### src/sv/fqtr_pkg.sv
// ----------------------------------------------------------------------------
// fqtr_pkg
// Shared types and constants of the quarter-turn frame rotator.
// ----------------------------------------------------------------------------
`default_nettype none

package fqtr_pkg;

  // Field widths
  localparam int PIXEL_W     = 32;
  localparam int ANGLE_W     = 16;
  localparam int SIZE_W      = 7;
  localparam int SIZE_LIMIT  = 127;
  localparam int COUNT_W     = 2 * SIZE_W;
  localparam int CFG_INDEX_W = 2;

  // Register indexes of the configuration port
  localparam logic [CFG_INDEX_W-1:0] REG_ANGLE  = 2'd0;
  localparam logic [CFG_INDEX_W-1:0] REG_WIDTH  = 2'd1;
  localparam logic [CFG_INDEX_W-1:0] REG_HEIGHT = 2'd2;

  // Command codes
  localparam logic CMD_LOAD = 1'b0;
  localparam logic CMD_READ = 1'b1;

  // Angle reduction: bias makes any 16-bit angle positive (a multiple of 360),
  // then one conditional subtract of 360 << k per step, k = 7 down to 0.
  localparam int REM_W        = ANGLE_W + 1;
  localparam int REDUCE_STEPS = 8;
  localparam int REDUCE_CNT_W = 4;
  localparam int SHIFT_W      = 3;
  localparam logic [REM_W-1:0] ANGLE_MOD   = 17'd360;
  localparam logic [REM_W-1:0] ANGLE_BIAS  = 17'd33120;
  localparam logic [REM_W-1:0] ANGLE_QTR   = 17'd90;
  localparam logic [REM_W-1:0] ANGLE_HALF  = 17'd180;

  // Reset sizes
  localparam logic [SIZE_W-1:0] SIZE_RESET = 7'd64;

  // Queue between front and back
  localparam int QUEUE_DEPTH = 2;
  localparam int QPTR_W      = $clog2(QUEUE_DEPTH);
  localparam int QCNT_W      = QPTR_W + 1;

  typedef enum logic [1:0] {
    Q_0,
    Q_90,
    Q_180,
    Q_270
  } quarter_t;

  // One store operation, as handed from front to back
  typedef struct packed {
    logic                 is_read;
    logic                 last;
    logic [PIXEL_W-1:0]   pixel;
    logic [COUNT_W-1:0]   index;
  } op_t;

endpackage

`default_nettype wire

### src/sv/fqtr_queue.sv
// ----------------------------------------------------------------------------
// fqtr_queue
// Short queue of store operations between front and back.
// ----------------------------------------------------------------------------
`default_nettype none

module fqtr_queue (
  input  logic           clk,
  input  logic           rst,
  input  logic           push,
  input  fqtr_pkg::op_t  op_in,
  output logic           full,
  input  logic           pop,
  output fqtr_pkg::op_t  head,
  output logic           empty
);

  import fqtr_pkg::*;

  op_t                entries [QUEUE_DEPTH];
  logic [QPTR_W-1:0]  wr_ptr;
  logic [QPTR_W-1:0]  rd_ptr;
  logic [QCNT_W-1:0]  count;

  assign full  = (count == QCNT_W'(QUEUE_DEPTH));
  assign empty = (count == '0);
  assign head  = entries[rd_ptr];

  // Entry storage
  always_ff @(posedge clk) begin
    if (push) begin
      entries[wr_ptr] <= op_in;
    end
  end

  // Pointers and fill count
  always_ff @(posedge clk) begin
    if (rst) begin
      wr_ptr <= '0;
      rd_ptr <= '0;
      count  <= '0;
    end else begin
      if (push) begin
        wr_ptr <= wr_ptr + QPTR_W'(1);
      end
      if (pop) begin
        rd_ptr <= rd_ptr + QPTR_W'(1);
      end
      case ({push, pop})
        2'b10:   count <= count + QCNT_W'(1);
        2'b01:   count <= count - QCNT_W'(1);
        default: ;
      endcase
    end
  end

  a_no_overflow: assert property (@(posedge clk) disable iff (rst)
    !(push && full))
    else $error("push into a full queue");

  a_no_underflow: assert property (@(posedge clk) disable iff (rst)
    pop |-> !empty)
    else $error("pop from an empty queue");

  a_count_bound: assert property (@(posedge clk) disable iff (rst)
    count <= QCNT_W'(QUEUE_DEPTH))
    else $error("queue count out of range");

endmodule

`default_nettype wire

### config.mk
export PLATFORM = sky130hd
export DESIGN_NAME = fqtr_queue
export DESIGN_NICKNAME = d
export VERILOG_FILES = /design/src/sv/fqtr_pkg.sv /design/src/sv/fqtr_queue.sv
export SDC_FILE = /design/constraint.sdc
export NUM_CORES = 1
export LEC_CHECK = 0
export BUFFER_PORTS_ARGS = -buffer_cell sky130_fd_sc_hd__buf_4
export CAP_MARGIN = 0
export CORE_MARGIN = 3
export CORE_UTILIZATION = 45
export DETAILED_ROUTE_END_ITERATION = 6
export PLACE_DENSITY = 0.82
export SLEW_MARGIN = 20
export SYNTH_ARGS = -nofsm -noshare
export SYNTH_HDL_FRONTEND = slang
export SYNTH_SLANG_ARGS = --single-unit
### constraint.sdc
create_clock -name clk -period 4.4 [get_ports clk]
set_input_delay 0.88 -clock clk [delete_from_list [all_inputs] [get_ports clk]]
set_output_delay 0.88 -clock clk [all_outputs]
set_load 0.01 [all_outputs]
==> tab_implementation.tex <==
\begin{tabular}{lr}
\hline
Metric & Value \\
\hline
\multicolumn{2}{l}{\textbf{Outcome}} \\
\quad Outcome & completed \\
\multicolumn{2}{l}{\textbf{Route}} \\
\quad Total via count after detailed routing & roughly 1,800 \\
\quad Drt drc & 0 \\
\quad First-pass DRT Iterations & 3 \\
\quad Vias per Instance & between 4 and 5 \\
\quad Detailed Route WL & roughly 6.1 mm \\
\quad WL per Instance & about 16 um \\
\quad Remaining number of nets flagged by the antenna check after routing & 0 \\
\quad Initial drt markers & 71 \\
\multicolumn{2}{l}{\textbf{Layout}} \\
\quad N\_diodes & 0 \\
\quad Combined area of the multi-input logic cells & 652 um\^{}2 \\
\quad Count of nets after finishing & 332 \\
\quad Share of the core filled with cells & between 60 and 70\% \\
\quad Sequential cell area & around 3000 um\^{}2 \\
\quad Share of final-layout standard cells stronger than drive strength 1 & about three fifths \\
\quad Fillcell total & $\sim$600 \\
\quad Layout overhead on the synthesized area & 30.5\% \\
\multicolumn{2}{l}{\textbf{Die}} \\
\quad IO Count & slightly above 100 \\
\quad Effective utilization at floorplan & a little under half \\
\quad Overall die area & slightly above 9000 um\^{}2 \\
\quad Std cell rows & 32 \\
\quad DIE HEIGHT & about 96 um \\
\quad Die W & roughly 96 um \\
\quad Standard cell core area & around 7800 um\^{}2 \\
\multicolumn{2}{l}{\textbf{Synthesis}} \\
\quad Leading post-synthesis cells by cell area & sky130\_fd\_sc\_hd\_\_edfxtp\_1 79\%, sky130\_fd\_sc\_hd\_\_mux2\_2 15\%, sky130\_fd\_sc\_hd\_\_dfxtp\_1 2.7\% \\
\quad Most frequent cell after synthesis & sky130\_fd\_sc\_hd\_\_edfxtp\_1 \\
\quad Post-synthesis instance area & 3660 um\^{}2 \\
\quad Top cell type by total area after synthesis & sky130\_fd\_sc\_hd\_\_edfxtp\_1 \\
\quad Number of synthesized flops with an enable pin & 96 \\
\quad Flip-flop cell with the highest count after synthesis & sky130\_fd\_sc\_hd\_\_edfxtp\_1 \\
\quad Post-synthesis cell type count & 15 \\
\quad Synth Instances & 171 \\
\quad Share of async-settable or async-resettable flops after synthesis & 0\% \\
\quad Total number of yosys warnings & 0 \\
\quad Sequential area share after synthesis & 81.5\% \\
\quad Most common library cells after synthesis & 96 x sky130\_fd\_sc\_hd\_\_edfxtp\_1, 48 x sky130\_fd\_sc\_hd\_\_mux2\_2, 6 x sky130\_fd\_sc\_hd\_\_nor2\_1, 5 x sky130\_fd\_sc\_hd\_\_dfxtp\_1 \\
\quad Flip-flop and latch count after synthesis & 101 \\
\quad Post-Synthesis Net Count & about 220 \\
\quad Fraction of synthesized cell area taken by the top area cell type & 78.8\% \\
\quad Mean Syn Cell Area & roughly 21 um\^{}2 \\
\multicolumn{2}{l}{\textbf{Clock network}} \\
\quad Number of buffers on the longest clock path & 2 \\
\quad Clock tree from TritonCTS & done \\
\quad CTS Hold Buffers Added & 0 \\
\quad Worst-skew pair later-pin latency & approximately 0.35 ns \\
\quad Number of instances resized during post-cts repair & 0 \\
\quad CTS sink count & approximately 100 \\
\quad Buffer type at the clock tree root & sky130\_fd\_sc\_hd\_\_clkbuf\_8 \\
\quad Clock-pin slew reported for the worst setup and hold paths after clock tree synthesis & about 0.090 ns \\
\quad Clock H-tree levels & 3 \\
\quad Inserted Clock Buffers & 9 \\
\quad Post-CTS setup-driven buffer insertion count & 0 \\
\multicolumn{2}{l}{\textbf{GRT}} \\
\quad Antenna violations before repair & 0 \\
\quad Largest net degree at the start of global routing & about 50 \\
\quad Number of global-route vias before repair & roughly 1,900 \\
\quad Overflow left after global routing & 0 \\
\quad Global-route wire length before repair & $\sim$8.9 mm \\
\quad GRT Util Overall & about an eighth \\
\multicolumn{2}{l}{\textbf{Flow run}} \\
\quad Max-cap violation count & 0 \\
\multicolumn{2}{l}{\textbf{Setup path}} \\
\quad Worst Setup End Kind & output pin \\
\quad WP data arrival & roughly 1.7 ns \\
\quad Startpoint Class & flip-flop \\
\quad Worst setup path end & head[10] \\
\quad Delay of the slowest critical-path stage & 0.76 ns \\
\quad Critical setup path kind & reg2out \\
\quad Cell breakdown of the critical path & mux2\_2, buf\_4 \\
\quad Slack of the worst reg-to-reg path & 2.67 ns \\
\quad Cell family with the largest share of critical-path delay & flip-flops \\
\quad Number of cells on the critical path & 2 \\
\quad R2r startpoint & wr\_ptr \\
\quad Critical register-to-register path endpoint & entries[0][36] \\
\quad Crit path required time & 3.52 ns \\
\quad Buf/Inv on CP & 1 \\
\quad Number of cell instances on the worst register-to-register path & 2 \\
\quad Critical path fanouts, max & 48 \\
\quad Critical path's slowest cell & sky130\_fd\_sc\_hd\_\_dfxtp\_4 \\
\multicolumn{2}{l}{\textbf{STA}} \\
\quad Least-Margin Pin Slew & 0.667 ns \\
\quad Setup TNS Final & 0 ns \\
\quad Final Setup Violations & 0 \\
\quad Max Transition Viols Final & 0 \\
\quad Period utilization & between 50 and 60\% \\
\quad Final worst clock skew & about 0.012 ns \\
\quad RSZ-0062 raised after global routing & false \\
\quad Fmax & 383 MHz \\
\quad Number of hold-slack violations in the final timing report & 0 \\
\quad Final period demand of the worst path & $\sim$2.6 ns \\
\quad Normalized max-slew margin & $\sim$55\% \\
\multicolumn{2}{l}{\textbf{Worst hold path}} \\
\quad Class of the worst hold path & reg2reg \\
\multicolumn{2}{l}{\textbf{Placed design}} \\
\quad HPWL Detailed & $\sim$3.9 mm \\
\quad Number of buffer cells added on primary ports & 101 \\
\quad RD Place Congestion & about 0.65 \\
\multicolumn{2}{l}{\textbf{Power and ir drop}} \\
\quad Worst supply voltage drop on vdd & roughly 250 uV \\
\quad Post-layout total power & slightly above 2 mW \\
\quad Leakage power & between 1.5 and 2 nW \\
\quad Power per cell area & $\sim$430 nW/um\^{}2 \\
\hline
\end{tabular}
==> through the flow <==
step	setup slack, ns	instance area, um^2	hold slack [ns]	instances
global placement	1.81	4530	0.480	370
detailed placement	1.80	4530	0.505	370
global route	1.70	4770	0.547	386
floorplan	0.991	3660	0.461	171
CTS	1.39	4770	0.530	386
finish	1.79	4770	0.520	386
==> worst min-delay path by stage <==
stage,start,endpoint,slack (ns),depth (start not counted)
2_1_floorplan,count[1],count[1],0.46,2
5_1_grt,count[1],count[1],0.55,2
6_report,rd_ptr,flip-flop,0.52,2
4_1_cts,rd_ptr,rd_ptr,0.53,2
3_5_place_dp,rd_ptr,rd_ptr,0.51,2
3_3_place_gp,count[1],count[1],0.48,2
==> tightest hold or removal path, stage by stage (launching register included) <==
cell                      delay (ns)
sky130_fd_sc_hd__dfxtp_1        0.34
sky130_fd_sc_hd__xnor2_1        0.08
sky130_fd_sc_hd__nor2_1         0.08
==> per-layer routing <==
metal	track usage (%)	vias up	part of all wire, %
met4	5.69	0	0.88
met2	23.2	65	52
met3	3.67	7	6.8
li1	-	882	-
met1	14.5	886	40
met5	0	-	0
==> cells in the final DEF, fill, tap and decap left out <==
| cell | n |
|---|---|
| sky130_fd_sc_hd__xor2_1 | 1 |
| sky130_fd_sc_hd__and2b_2 | 1 |
| sky130_fd_sc_hd__mux2_2 | 48 |
| sky130_fd_sc_hd__inv_1 | 1 |
| sky130_fd_sc_hd__a21oi_1 | 1 |
| sky130_fd_sc_hd__clkinv_4 | 1 |
| sky130_fd_sc_hd__dfxtp_1 | 4 |
| sky130_fd_sc_hd__ha_1 | 1 |
| sky130_fd_sc_hd__clkbuf_8 | 9 |
| sky130_fd_sc_hd__xnor2_1 | 3 |
| sky130_fd_sc_hd__edfxtp_1 | 96 |
| sky130_fd_sc_hd__clkinv_2 | 1 |
| sky130_fd_sc_hd__bufinv_16 | 3 |
| sky130_fd_sc_hd__dfxtp_4 | 1 |
| sky130_fd_sc_hd__nor2_4 | 1 |
| sky130_fd_sc_hd__or3_1 | 1 |
| sky130_fd_sc_hd__nor2_1 | 5 |
| sky130_fd_sc_hd__clkinvlp_4 | 1 |
| sky130_fd_sc_hd__o21ai_0 | 1 |
| sky130_fd_sc_hd__buf_4 | 102 |
| sky130_fd_sc_hd__clkbuf_1 | 1 |
| sky130_fd_sc_hd__and2_4 | 1 |
==> sequential cells by signal, summed over array words and instances (netlist names), named ones only <==
| name | cells |
|---|---|
| entries | 96 |
| wr_ptr | 1 |
| count | 2 |
| rd_ptr | 1 |
==> final cells by class <==
| class | count | area share (%) |
|---|---|---|
| well taps | 102 | 2.67 |
| clock inverters | 6 | 2.33 |
| inverters | 1 | 0.0786 |
| repair buffers | 102 | 16.0 |
| flip-flops and latches | 101 | 62.6 |
| multi-input cells | 64 | 13.7 |
| clock buffers | 10 | 2.67 |
==> power by group <==
group / leakage (nW) / internal (mW) / switching, mW
sequential: 0.943 / 1.12 / 0.0311
clock: 0.116 / 0.378 / 0.296
combinational: 0.719 / 0.146 / 0.105
==> kinds of logic (layout without fill, tap and decap cells) <==
kind of cell / after synthesis / in the layout / synth area share (%)
flip-flops: 101 / 101 / 81.5
multiplexers: 48 / 48 / 14.8
AND/OR/NAND/NOR: 9 / 9 / 1.20
buffers and inverters: 6 / 119 / 0.923
XOR/XNOR: 4 / 4 / 0.958
AO/OA/AOI/OAI: 2 / 2 / 0.273
adder cells (fa/ha/maj): 1 / 1 / 0.342
Note: power is estimated with default switching activity, not from simulation.
