[src/sv/fqtr_pkg.sv]
// ----------------------------------------------------------------------------
// fqtr_pkg
// Shared types and constants of the quarter-turn frame rotator.
// ----------------------------------------------------------------------------
`default_nettype none

package fqtr_pkg;

  // Field widths
  localparam int PIXEL_W     = 32;
  localparam int ANGLE_W     = 16;
  localparam int SIZE_W      = 7;
  localparam int SIZE_LIMIT  = 127;
  localparam int COUNT_W     = 2 * SIZE_W;
  localparam int CFG_INDEX_W = 2;

  // Register indexes of the configuration port
  localparam logic [CFG_INDEX_W-1:0] REG_ANGLE  = 2'd0;
  localparam logic [CFG_INDEX_W-1:0] REG_WIDTH  = 2'd1;
  localparam logic [CFG_INDEX_W-1:0] REG_HEIGHT = 2'd2;

  // Command codes
  localparam logic CMD_LOAD = 1'b0;
  localparam logic CMD_READ = 1'b1;

  // Angle reduction: bias makes any 16-bit angle positive (a multiple of 360),
  // then one conditional subtract of 360 << k per step, k = 7 down to 0.
  localparam int REM_W        = ANGLE_W + 1;
  localparam int REDUCE_STEPS = 8;
  localparam int REDUCE_CNT_W = 4;
  localparam int SHIFT_W      = 3;
  localparam logic [REM_W-1:0] ANGLE_MOD   = 17'd360;
  localparam logic [REM_W-1:0] ANGLE_BIAS  = 17'd33120;
  localparam logic [REM_W-1:0] ANGLE_QTR   = 17'd90;
  localparam logic [REM_W-1:0] ANGLE_HALF  = 17'd180;

  // Reset sizes
  localparam logic [SIZE_W-1:0] SIZE_RESET = 7'd64;

  // Queue between front and back
  localparam int QUEUE_DEPTH = 2;
  localparam int QPTR_W      = $clog2(QUEUE_DEPTH);
  localparam int QCNT_W      = QPTR_W + 1;

  typedef enum logic [1:0] {
    Q_0,
    Q_90,
    Q_180,
    Q_270
  } quarter_t;

  // One store operation, as handed from front to back
  typedef struct packed {
    logic                 is_read;
    logic                 last;
    logic [PIXEL_W-1:0]   pixel;
    logic [COUNT_W-1:0]   index;
  } op_t;

endpackage

`default_nettype wire

[src/sv/fqtr_front.sv]
// ----------------------------------------------------------------------------
// fqtr_front
// Takes commands and configuration, reduces the angle, steps the load and
// read positions and turns each command into a store operation.
// ----------------------------------------------------------------------------
`default_nettype none

module fqtr_front #(
  parameter int MAX_WIDTH  = 64,
  parameter int MAX_HEIGHT = 64
) (
  input  logic                              clk,
  input  logic                              rst,
  input  logic                              cfg_valid,
  output logic                              cfg_ready,
  input  logic [fqtr_pkg::CFG_INDEX_W-1:0]  cfg_index,
  input  logic [fqtr_pkg::ANGLE_W-1:0]      cfg_data,
  input  logic                              in_valid,
  output logic                              in_stall,
  input  logic                              command,
  input  logic [fqtr_pkg::PIXEL_W-1:0]      pixel_in,
  input  logic                              queue_full,
  output logic                              push,
  output fqtr_pkg::op_t                     op
);

  import fqtr_pkg::*;

  localparam int W_CAP = (MAX_WIDTH > SIZE_LIMIT) ? SIZE_LIMIT : MAX_WIDTH;
  localparam int H_CAP = (MAX_HEIGHT > SIZE_LIMIT) ? SIZE_LIMIT : MAX_HEIGHT;
  localparam logic [SIZE_W-1:0] W_MAX = SIZE_W'(W_CAP);
  localparam logic [SIZE_W-1:0] H_MAX = SIZE_W'(H_CAP);
  localparam logic [SIZE_W-1:0] ONE   = SIZE_W'(1);
  localparam int W_RST = (int'(SIZE_RESET) > W_CAP) ? W_CAP : int'(SIZE_RESET);
  localparam int H_RST = (int'(SIZE_RESET) > H_CAP) ? H_CAP : int'(SIZE_RESET);
  localparam logic [COUNT_W-1:0] TOTAL_RESET = COUNT_W'(W_RST * H_RST);

  logic [ANGLE_W-1:0]       angle_reg;
  logic [SIZE_W-1:0]        width_reg;
  logic [SIZE_W-1:0]        height_reg;
  logic [REM_W-1:0]         rem;
  logic [REDUCE_CNT_W-1:0]  reduce_cnt;
  logic [COUNT_W-1:0]       total;
  logic [COUNT_W-1:0]       load_position;
  logic [COUNT_W-1:0]       load_position_next;
  logic [SIZE_W-1:0]        out_column;
  logic [SIZE_W-1:0]        out_row;
  logic [SIZE_W-1:0]        out_column_next;
  logic [SIZE_W-1:0]        out_row_next;

  logic                     cfg_write;
  logic                     busy;
  logic                     accept;
  logic [SIZE_W-1:0]        w;
  logic [SIZE_W-1:0]        h;
  logic [SIZE_W-1:0]        dw;
  logic [SIZE_W-1:0]        dh;
  logic [SHIFT_W-1:0]       shift;
  logic [REM_W-1:0]         sub;
  quarter_t                 quarter;
  logic [COUNT_W-1:0]       lp;
  logic [COUNT_W-1:0]       lp_inc;
  logic [SIZE_W-1:0]        c;
  logic [SIZE_W-1:0]        r;
  logic [SIZE_W-1:0]        sx;
  logic [SIZE_W-1:0]        sy;
  logic                     last;

  assign cfg_ready = 1'b1;
  assign cfg_write = cfg_valid && cfg_ready;
  assign busy      = (reduce_cnt != '0);
  assign in_stall  = busy || queue_full;
  assign accept    = in_valid && !in_stall;
  assign push      = accept;

  // Configuration registers
  always_ff @(posedge clk) begin
    if (rst) begin
      angle_reg  <= '0;
      width_reg  <= SIZE_RESET;
      height_reg <= SIZE_RESET;
    end else if (cfg_write) begin
      case (cfg_index)
        REG_ANGLE:  angle_reg  <= cfg_data;
        REG_WIDTH:  width_reg  <= cfg_data[SIZE_W-1:0];
        REG_HEIGHT: height_reg <= cfg_data[SIZE_W-1:0];
        default:    ;
      endcase
    end
  end

  // Clamped sizes and frame pixel count
  always_comb begin
    w = (width_reg == '0) ? ONE : ((width_reg > W_MAX) ? W_MAX : width_reg);
    h = (height_reg == '0) ? ONE : ((height_reg > H_MAX) ? H_MAX : height_reg);
  end

  always_ff @(posedge clk) begin
    if (rst) begin
      total <= TOTAL_RESET;
    end else begin
      total <= COUNT_W'(w) * COUNT_W'(h);
    end
  end

  // Angle reduction: a load step of the remainder, then one subtract step per cycle
  assign shift = SHIFT_W'(reduce_cnt - REDUCE_CNT_W'(1));
  assign sub   = ANGLE_MOD << shift;

  always_ff @(posedge clk) begin
    if (rst) begin
      reduce_cnt <= '0;
      rem        <= '0;
    end else if (cfg_write) begin
      reduce_cnt <= REDUCE_CNT_W'(REDUCE_STEPS + 1);
    end else if (reduce_cnt == REDUCE_CNT_W'(REDUCE_STEPS + 1)) begin
      rem        <= {angle_reg[ANGLE_W-1], angle_reg} + ANGLE_BIAS;
      reduce_cnt <= reduce_cnt - REDUCE_CNT_W'(1);
    end else if (busy) begin
      if (rem >= sub) begin
        rem <= rem - sub;
      end
      reduce_cnt <= reduce_cnt - REDUCE_CNT_W'(1);
    end
  end

  always_comb begin
    if (rem == '0) begin
      quarter = Q_0;
    end else if (rem == ANGLE_QTR) begin
      quarter = Q_90;
    end else if (rem == ANGLE_HALF) begin
      quarter = Q_180;
    end else begin
      quarter = Q_270;
    end
  end

  // Load position, wrapping at the frame size
  always_comb begin
    lp     = (load_position >= total) ? '0 : load_position;
    lp_inc = lp + COUNT_W'(1);
    load_position_next = (lp_inc >= total) ? '0 : lp_inc;
  end

  // Destination coordinate and the source pixel it maps to
  always_comb begin
    if (quarter == Q_90 || quarter == Q_270) begin
      dw = h;
      dh = w;
    end else begin
      dw = w;
      dh = h;
    end
    if (out_column >= dw || out_row >= dh) begin
      c = '0;
      r = '0;
    end else begin
      c = out_column;
      r = out_row;
    end
    case (quarter)
      Q_0: begin
        sx = c;
        sy = r;
      end
      Q_180: begin
        sx = w - ONE - c;
        sy = h - ONE - r;
      end
      Q_90: begin
        sx = r;
        sy = h - ONE - c;
      end
      default: begin
        sx = w - ONE - r;
        sy = c;
      end
    endcase
    last = (c == dw - ONE) && (r == dh - ONE);
    if (c + ONE < dw) begin
      out_column_next = c + ONE;
      out_row_next    = r;
    end else begin
      out_column_next = '0;
      out_row_next    = (r + ONE < dh) ? r + ONE : '0;
    end
  end

  // Operation word for the queue
  always_comb begin
    op.is_read = (command == CMD_READ);
    op.last    = last;
    op.pixel   = pixel_in;
    if (command == CMD_READ) begin
      op.index = COUNT_W'(sy) * COUNT_W'(w) + COUNT_W'(sx);
    end else begin
      op.index = lp;
    end
  end

  // Position counters
  always_ff @(posedge clk) begin
    if (rst) begin
      load_position <= '0;
      out_column    <= '0;
      out_row       <= '0;
    end else if (accept) begin
      if (command == CMD_READ) begin
        out_column <= out_column_next;
        out_row    <= out_row_next;
      end else begin
        load_position <= load_position_next;
      end
    end
  end

  // A config write holds off commands until the angle is reduced
  a_cfg_holds_input: assert property (@(posedge clk) disable iff (rst)
    cfg_write |=> in_stall)
    else $error("command accepted right after a config write");

  // Eight steps always bring the remainder below one full turn
  a_reduce_done: assert property (@(posedge clk) disable iff (rst)
    (reduce_cnt == REDUCE_CNT_W'(1)) && !cfg_write |=> rem < ANGLE_MOD)
    else $error("angle remainder not reduced");

  // Nothing is pushed into a full queue
  a_push_has_room: assert property (@(posedge clk) disable iff (rst)
    push |-> !queue_full)
    else $error("command pushed into a full queue");

endmodule

`default_nettype wire

[config.mk]
export PLATFORM = sky130hd
export DESIGN_NAME = fqtr_front
export DESIGN_NICKNAME = d
export VERILOG_FILES = /design/src/sv/fqtr_pkg.sv /design/src/sv/fqtr_front.sv
export SDC_FILE = /design/constraint.sdc
export NUM_CORES = 1
export LEC_CHECK = 0
export BUFFER_PORTS_ARGS = -buffer_cell sky130_fd_sc_hd__buf_4
export CAP_MARGIN = 25
export CORE_AREA = 5 5 191 193
export CTS_CLUSTER_SIZE = 10
export DETAILED_ROUTE_END_ITERATION = 8
export DIE_AREA = 0 0 196 198
export SKIP_LAST_GASP = 1
export SLEW_MARGIN = 30
export SYNTH_ARGS = -nofsm -noshare
export SYNTH_HDL_FRONTEND = slang
export SYNTH_SLANG_ARGS = --single-unit
[constraint.sdc]
create_clock -name clk -period 14.1 [get_ports clk]
set_input_delay 2.82 -clock clk [delete_from_list [all_inputs] [get_ports clk]]
set_output_delay 2.82 -clock clk [all_outputs]
set_load 0.005 [all_outputs]
==> impl_results.md, run 1 <==
- Worst skew pair latency: 0.37 ns
- Root buf cell: clkbuf_16
- Avg Inst Size Synth: 7.66 sq um
- EDFF count, synth: 0
- Reg2reg end: out_column[4]
- Cell area after layout: 12800 sq um
- Cell Pwr Density: roughly 110 nW/um^2
- Die X-Extent: 196 um
- Clock Sinks: 93
- Area taken by multi-input logic gates: 8950 sq um
- Setup slack after layout: ~0.73 ns
- Clock Power Share: 17.9%
- Clock Pin Slew Worst Setup and Hold Paths: 0.07 ns
- Fillers: 3618
- Max-slew violation count: 0
- Total core area: about 34000 sq um
- Leading area contributor after synthesis: ha_1
- FF-to-FF setup slack: 7.11 ns
- Share of power burned in registers: 19.3%
- Largest register FFs: 17
- CP most frequent cell: inv_1
- Crit path DAT: 10.55 ns
- Drt initial violations: 757
- Netlist cell types: 89
- Post-Syn Instances: about 1600
- Worst setup startpoint: rem[8]
- Worst Path Required: 11.28 ns
- Die height: 198 um
- Drt pass-1 iters: 5
- Area share of the largest cell type after synthesis: 15.9%
- Crit Path Max Fanout: 21
- Register area: 1860 sq um
- Die ar.: 38800 sq um
- Initial Util: about a third
- Mapped Area: 11900 sq um
- Power Internal: 788 uW
- Port bufs: 41
- Kind of critical path: register to output port
- DP HPWL: roughly 27000 um
- Worst min path class: register to register
- Critical R2R Launch: rem[8]
- GR Overflow Total: 0
- Gr usage total: 17.6%
- Syn_nets: 1823
- CP max-delay cell: or4_1
- CTS buffer count: 9
- Largest net degree at the start of global routing: 80
- Period utilization: 94.8%
- Synth area leaders: ha_1, dfxtp_1, fa_1
- CTS tree: yes
- Predominant post-synthesis flop cell: dfxtp_1
- Clock Path Buffers: 2
- Initial antenna violation count: 0
- Cells on worst reg2reg path: 26
- Leak: between 5 and 6 nW
- Crit path largest cell delay: 0.57 ns
- Seq/Total Area, Yosys: 15.6%
- Setup TNS: 0 ns
- WHS: 0.455 ns
- Unrepaired setup endpoints after global routing: false
- Global-route wire length before repair: approximately 55000 um
- DP Worst Slack: between 0.7 and 0.8 ns
- GP Congestion: 0.983
- Via count of the routed design: 10700
- Final ANT Viol Nets: 0
- Area Overhead vs Synth: 6.94%
- Max_cap viols: 0
- Max-Slew Margin vs Limit: 40.9%
- Switch share: 46.3%
- Maximum VDD drop: 72.0 uV
- Status: complete, no violations
- CP top delay family: adder cells
- Post-synth ARST share: 0%
- # IOs: 107
- Max Freq: 74.8 MHz
- Drt wl/cell: 17.5 um
- Flops & latches, synth: 93
- Clk_skew: 0.0165 ns
- Hold_buf cts: 0
- Final wirelength: 34800 um
- CP Capture Type: output port
- Placement Cell Area: 12400 sq um
- Yosys Warn Count: 0
- Startpoint Class: register
- Power share of the combinational group: approximately 63%
- H-Tree Depth: 3
- Cell count along the critical path: 44
- Final Net Count: 1793
- Critical Path End: op[12]
- Post-DR vias/cell: 5.41
- Ant diodes: 0
- Final setup fails: 0
- Hold Fails Final Rpt: 0
- Worst slew pin tran: between 0.8 and 0.9 ns
- Minimum clock period: 13.37 ns
- WP buf/inv: 8
- Ratio of cells with drive above 1 in the final layout: 7.11%
- Row Count: 68
- Drc violations: 0
- Via count of the first global-routing pass: slightly above 10000
- Net switching power: 680 uW
==> worst min-delay path by stage <==
stage,slack [ns],to,start,depth (start not counted)
2_1_floorplan,0.43,rem[0],angle_reg[0],2
3_3_place_gp,0.45,angle_reg[1],angle_reg[1],2
3_5_place_dp,0.45,rem[1],angle_reg[1],2
4_1_cts,0.46,rem[1],angle_reg[1],2
5_1_grt,0.48,angle_reg[1],angle_reg[1],2
6_report,0.46,angle_reg[1],angle_reg[1],2
==> power groups by stage <==
| stage | Clock, mW | Combinational, mW | Sequential [mW] |
|---|---|---|---|
| 6_report | 0.263 | 0.921 | 0.283 |
| 3_3_place_gp | 0 | 0.891 | 0.288 |
| 5_1_grt | 0.276 | 1.03 | 0.284 |
| 3_5_place_dp | 0 | 0.895 | 0.289 |
| 4_1_cts | 0.267 | 0.905 | 0.283 |
| 2_1_floorplan | 0 | 0.683 | 0.284 |
==> synth_stat cells, drive strengths merged (12+ instances only) <==
cell type	count
xor2	28
nor2b	21
or3	13
nand2	171
inv	159
o21ai	57
nor4	12
ha	152
dfxtp	93
nand2b	35
a21oi	99
clkbuf	55
fa	57
buf	48
a211oi	13
xnor2	44
and2	19
a21o	20
nor3	39
nor2	152
nand3	43
mux2i	41
==> cell families after synthesis <==
kind of cell	synth area share, %
simple gates	22.3
compound gates	17.4
buf+inv	9.76
fa+ha+maj	25.8
flops	15.6
xor+xnor	5.28
mux	3.76
other cells	0.0314
==> repair_timing <==
item	4_1_cts	5_1_grt
buffers inserted	0	2
hold endpoints to repair	0	0
endpoints found under the setup margin	0	4
resized for setup	0	9
==> cell usage in the layout, fill, tap and decap left out, types with 43 or more instances in the layout <==
cell / Yosys / routed
a21oi_1: 98 / 98
buf_4: 35 / 62
dfxtp_1: 93 / 93
fa_1: 57 / 57
ha_1: 152 / 152
inv_1: 156 / 156
nand2_1: 171 / 171
nand3_1: 43 / 43
nor2_1: 150 / 149
o21ai_0: 52 / 51
xnor2_1: 44 / 44
==> final cells by class <==
| class | count | area share, % |
|---|---|---|
| Inverter | 162 | 4.78 |
| Multi-Input combinational cell | 1200 | 70.1 |
| Clock buffer | 10 | 1.87 |
| Sequential cell | 93 | 14.6 |
| Tap cell | 455 | 4.46 |
| Timing Repair Buffer | 62 | 3.65 |
| Clock inverter | 6 | 0.559 |
==> worst register-to-register path: stages (launching register included) <==
cell	delay (ns)
dfxtp_1	0.32
or4_1	0.57
nor2_2	0.27
o21a_4	0.30
inv_4	0.16
mux2i_2	0.21
ha_1	0.29
nand2b_1	0.13
maj3_1	0.17
a21oi_1	0.09
o311ai_0	0.36
o221ai_2	0.17
nor4_4	0.46
nor2_2	0.10
buf_4	0.23
nand2_1	0.14
inv_1	0.11
ha_1	0.24
xor2_1	0.21
ha_1	0.23
or2_2	0.31
a2111oi_0	0.40
and3b_1	0.24
o31ai_1	0.53
nand2_1	0.13
or4_1	0.41
a31oi_1	0.12
==> through the flow <==
stage,power (mW),std cells,utilization [%]
3_5_place_dp,1.18,1970,36.1
6_report,1.47,1988,37.1
4_1_cts,1.45,1986,37.0
5_1_grt,1.59,1988,37.1
2_1_floorplan,0.967,1558,-
3_3_place_gp,1.18,1970,36.1
==> layer usage <==
metal  vias to the layer above  track usage [%]  share of wire (%)
met5                         -                0                  0
met2                       382             28.5                 46
met4                         0             4.81                2.3
li1                       5259                -                  -
met1                      5049             24.1                 45
met3                        58             3.32                6.7
No activity file was read; power rests on OpenSTA's default activity.
==> run 2: changes to the inputs <==
--- a/config.mk
+++ b/config.mk
@@ -7,10 +7,11 @@
 export LEC_CHECK = 0
 export BUFFER_PORTS_ARGS = -buffer_cell sky130_fd_sc_hd__buf_4
 export CAP_MARGIN = 25
-export CORE_AREA = 5 5 191 193
+export CORE_AREA = 2 2 188 190
 export CTS_CLUSTER_SIZE = 10
 export DETAILED_ROUTE_END_ITERATION = 8
-export DIE_AREA = 0 0 196 198
+export DIE_AREA = 0 0 190 192
+export PLACE_DENSITY = 0.52
 export SKIP_LAST_GASP = 1
 export SLEW_MARGIN = 30
 export SYNTH_ARGS = -nofsm -noshare
==> impl_results.md, run 2 (synthesis results as in run 1) <==
- Status: complete, no violations (unchanged)
- Max_cap viols: 0 (unchanged)
- Worst hold path startpoint: angle_reg[2] (was angle_reg[1])
- Initial Util: 34.8% (was 34.7%)
- Initial antenna violation count: 1 (was 0)
- H-Tree Depth: 3 (unchanged)
- Hold Fails Final Rpt: 0 (unchanged)
- CP max-delay cell: or4_1 (unchanged)
- Worst skew pair latency: 0.38 ns (was 0.37 ns)
- CTS tree: yes (unchanged)
- Die height: 192 um (was 198 um)
- WP buf/inv: 9 (was 8)
- Cell Pwr Density: 113 nW/um^2 (was 115 nW/um^2)
- Worst setup startpoint: rem[12] (was rem[8])
- Die X-Extent: 190 um (was 196 um)
- CP most frequent cell: inv_1 (unchanged)
- Drt pass-1 iters: 5 (unchanged)
- Crit path largest cell delay: 0.57 ns (about the same)
- FF-to-FF setup slack: 7.11 ns (about the same)
- Startpoint Class: register (unchanged)
- Minimum clock period: 13.23 ns (was 13.37 ns)
- Worst Path Required: 11.28 ns (about the same)
- GR Overflow Total: 0 (unchanged)
- Final wirelength: 35200 um (was 34800 um)
- Largest net degree at the start of global routing: 84 (was 80)
- CP Capture Type: output port (unchanged)
- Final ANT Viol Nets: 0 (unchanged)
- Ant diodes: 0 (unchanged)
- Final setup fails: 0 (unchanged)
- Placement Cell Area: 12400 sq um (about the same)
- Commonest non-fill, non-tap cell in the layout: nand2_1 (unchanged)
- # IOs: 107 (unchanged)
- Area Overhead vs Synth: 6.86% (was 6.94%)
- Crit path DAT: 10.41 ns (was 10.55 ns)
- Final Net Count: 1793 (unchanged)
- Drt initial violations: 606 (was 757)
- Ratio of cells with drive above 1 in the final layout: 7.11% (unchanged)
- Clock Pin Slew Worst Setup and Hold Paths: 0.08 ns (was 0.07 ns)
- Maximum VDD drop: 76.2 uV (was 72.0 uV)
- Setup slack after layout: 0.871 ns (was 0.727 ns)
- Clk_skew: 0.0128 ns (was 0.0165 ns)
- Die ar.: 36500 sq um (was 38800 sq um)
- Kind of critical path: register to output port (unchanged)
- Global-route wire length before repair: 55600 um (was 55300 um)
- Fillers: 3629 (was 3618)
- Max-slew violation count: 0 (unchanged)
- Worst slew pin tran: 0.913 ns (was 0.886 ns)
- Commonest cells after routing, fill and taps aside: nand2_1, inv_1, ha_1 (unchanged)
- Crit Path Max Fanout: 20 (was 21)
- CP top delay family: adder cells (unchanged)
- Largest register FFs: 17 (unchanged)
- Port bufs: 41 (unchanged)
- DP Worst Slack: 0.709 ns (was 0.789 ns)
- Drc violations: 0 (unchanged)
- Cell count along the critical path: 46 (was 44)
- Via count of the routed design: 10600 (was 10700)
- Via count of the first global-routing pass: 10100 (about the same)
- Drt wl/cell: 17.7 um (was 17.5 um)
- Max Freq: 75.6 MHz (was 74.8 MHz)
- Period utilization: 93.8% (was 94.8%)
- Cells on worst reg2reg path: 26 (unchanged)
- Total core area: 34300 sq um (was 34400 sq um)
- Leak: 5.67 nW (about the same)
- Reg2reg end: out_column[4] (unchanged)
- Setup TNS: 0 ns (unchanged)
- Clock Sinks: 93 (unchanged)
- Row Count: 68 (unchanged)
- Root buf cell: clkbuf_16 (unchanged)
- Unrepaired setup endpoints after global routing: false (unchanged)
- Cell area after layout: 12800 sq um (about the same)
- GP Congestion: 0.912 (was 0.983)
- Post-DR vias/cell: 5.34 (was 5.41)
- Gr usage total: 19.5% (was 17.6%)
- DP HPWL: 27600 um (was 27300 um)
- Worst min path class: register to register (unchanged)
- Max-Slew Margin vs Limit: 39.0% (was 40.9%)
- CTS buffer count: 9 (unchanged)
- Clock Path Buffers: 2 (unchanged)
- Critical R2R Launch: rem[12] (was rem[8])
- Critical Path End: op[12] (unchanged)
run 2: changes by cell type in the layout (fill, tap and decap cells not counted), moves of 2 or more:
cell / before / now
inv_6: 0 / 3
o21ai_1: 6 / 4
a21boi_1: 1 / 3
mux2i_2: 3 / 1
mux2i_1: 36 / 38
clkinv_4: 2 / 0
a21boi_0: 6 / 4
clkinv_2: 1 / 3
run 2: worst min path at each step:
stage          depth (start not counted)  slack [ns]           end
3_3_place_gp                           2        0.44  angle_reg[2]
5_1_grt                                2        0.47  angle_reg[2]
6_report                               2        0.45        rem[2]
4_1_cts                                2        0.45        rem[2]
2_1_floorplan                          2        0.43        rem[0]
3_5_place_dp                           2        0.45        rem[2]
run 2: worst register-to-register path: stages (launching register included):
cell,delay [ns]
dfxtp_1,0.33
or4_1,0.57
nor2_2,0.30
o21a_4,0.32
inv_4,0.17
mux2i_1,0.36
ha_1,0.30
nand2b_1,0.16
maj3_1,0.36
a21oi_1,0.19
a21oi_1,0.11
o221ai_2,0.25
nor4_4,0.11
nor2_2,0.15
buf_4,0.26
nand2_1,0.13
inv_1,0.15
ha_1,0.21
xor2_1,0.16
ha_1,0.24
or2_2,0.30
a2111oi_0,0.36
and3b_1,0.26
o31ai_1,0.44
nand2_1,0.15
or4_1,0.42
a31oi_1,0.14
run 2: per-stage QoR:
| step | util [%] | hold WS (ns) | total power [mW] | instances |
|---|---|---|---|---|
| floorplan | - | 0.432 | 0.967 | 1558 |
| global placement | 36.1 | 0.444 | 1.18 | 1969 |
| detailed placement | 36.2 | 0.446 | 1.18 | 1969 |
| CTS | 37.0 | 0.449 | 1.43 | 1985 |
| global route | 37.2 | 0.470 | 1.56 | 1988 |
| finish | 37.2 | 0.447 | 1.44 | 1988 |
run 2: cell type report:
type / instances / area (sq um) / area share, %
Tap cell: 455 / 569 / 4.46
Timing Repair Buffer: 62 / 485 / 3.81
Inverter: 162 / 611 / 4.79
Sequential cell: 93 / 1860 / 14.6
Clock inverter: 7 / 57.6 / 0.451
Clock buffer: 9 / 225 / 1.77
Multi-Input combinational cell: 1200 / 8940 / 70.1
run 2: report_power, final:
part | internal (mW) | switching [mW]
registers | 0.271 | 0.0108
logic | 0.370 | 0.537
clock network | 0.122 | 0.126
run 2: per-layer routing:
metal  track usage [%]  share of wire [%]  up-vias  wire length (um)
met2              31.1                 45      289             15800
met5                 0              0.037        -                13
met1              26.6                 47     5020             16600
li1                  -                  -     5248                 -
met4              6.38                2.5        2               875
met3              3.49                5.6       52              1980
run 2: what timing repair did:
item,CTS,global route
gates resized for setup,0,10
buffers inserted,0,2
endpoints found under the setup margin,0,5
hold buffers,0,0
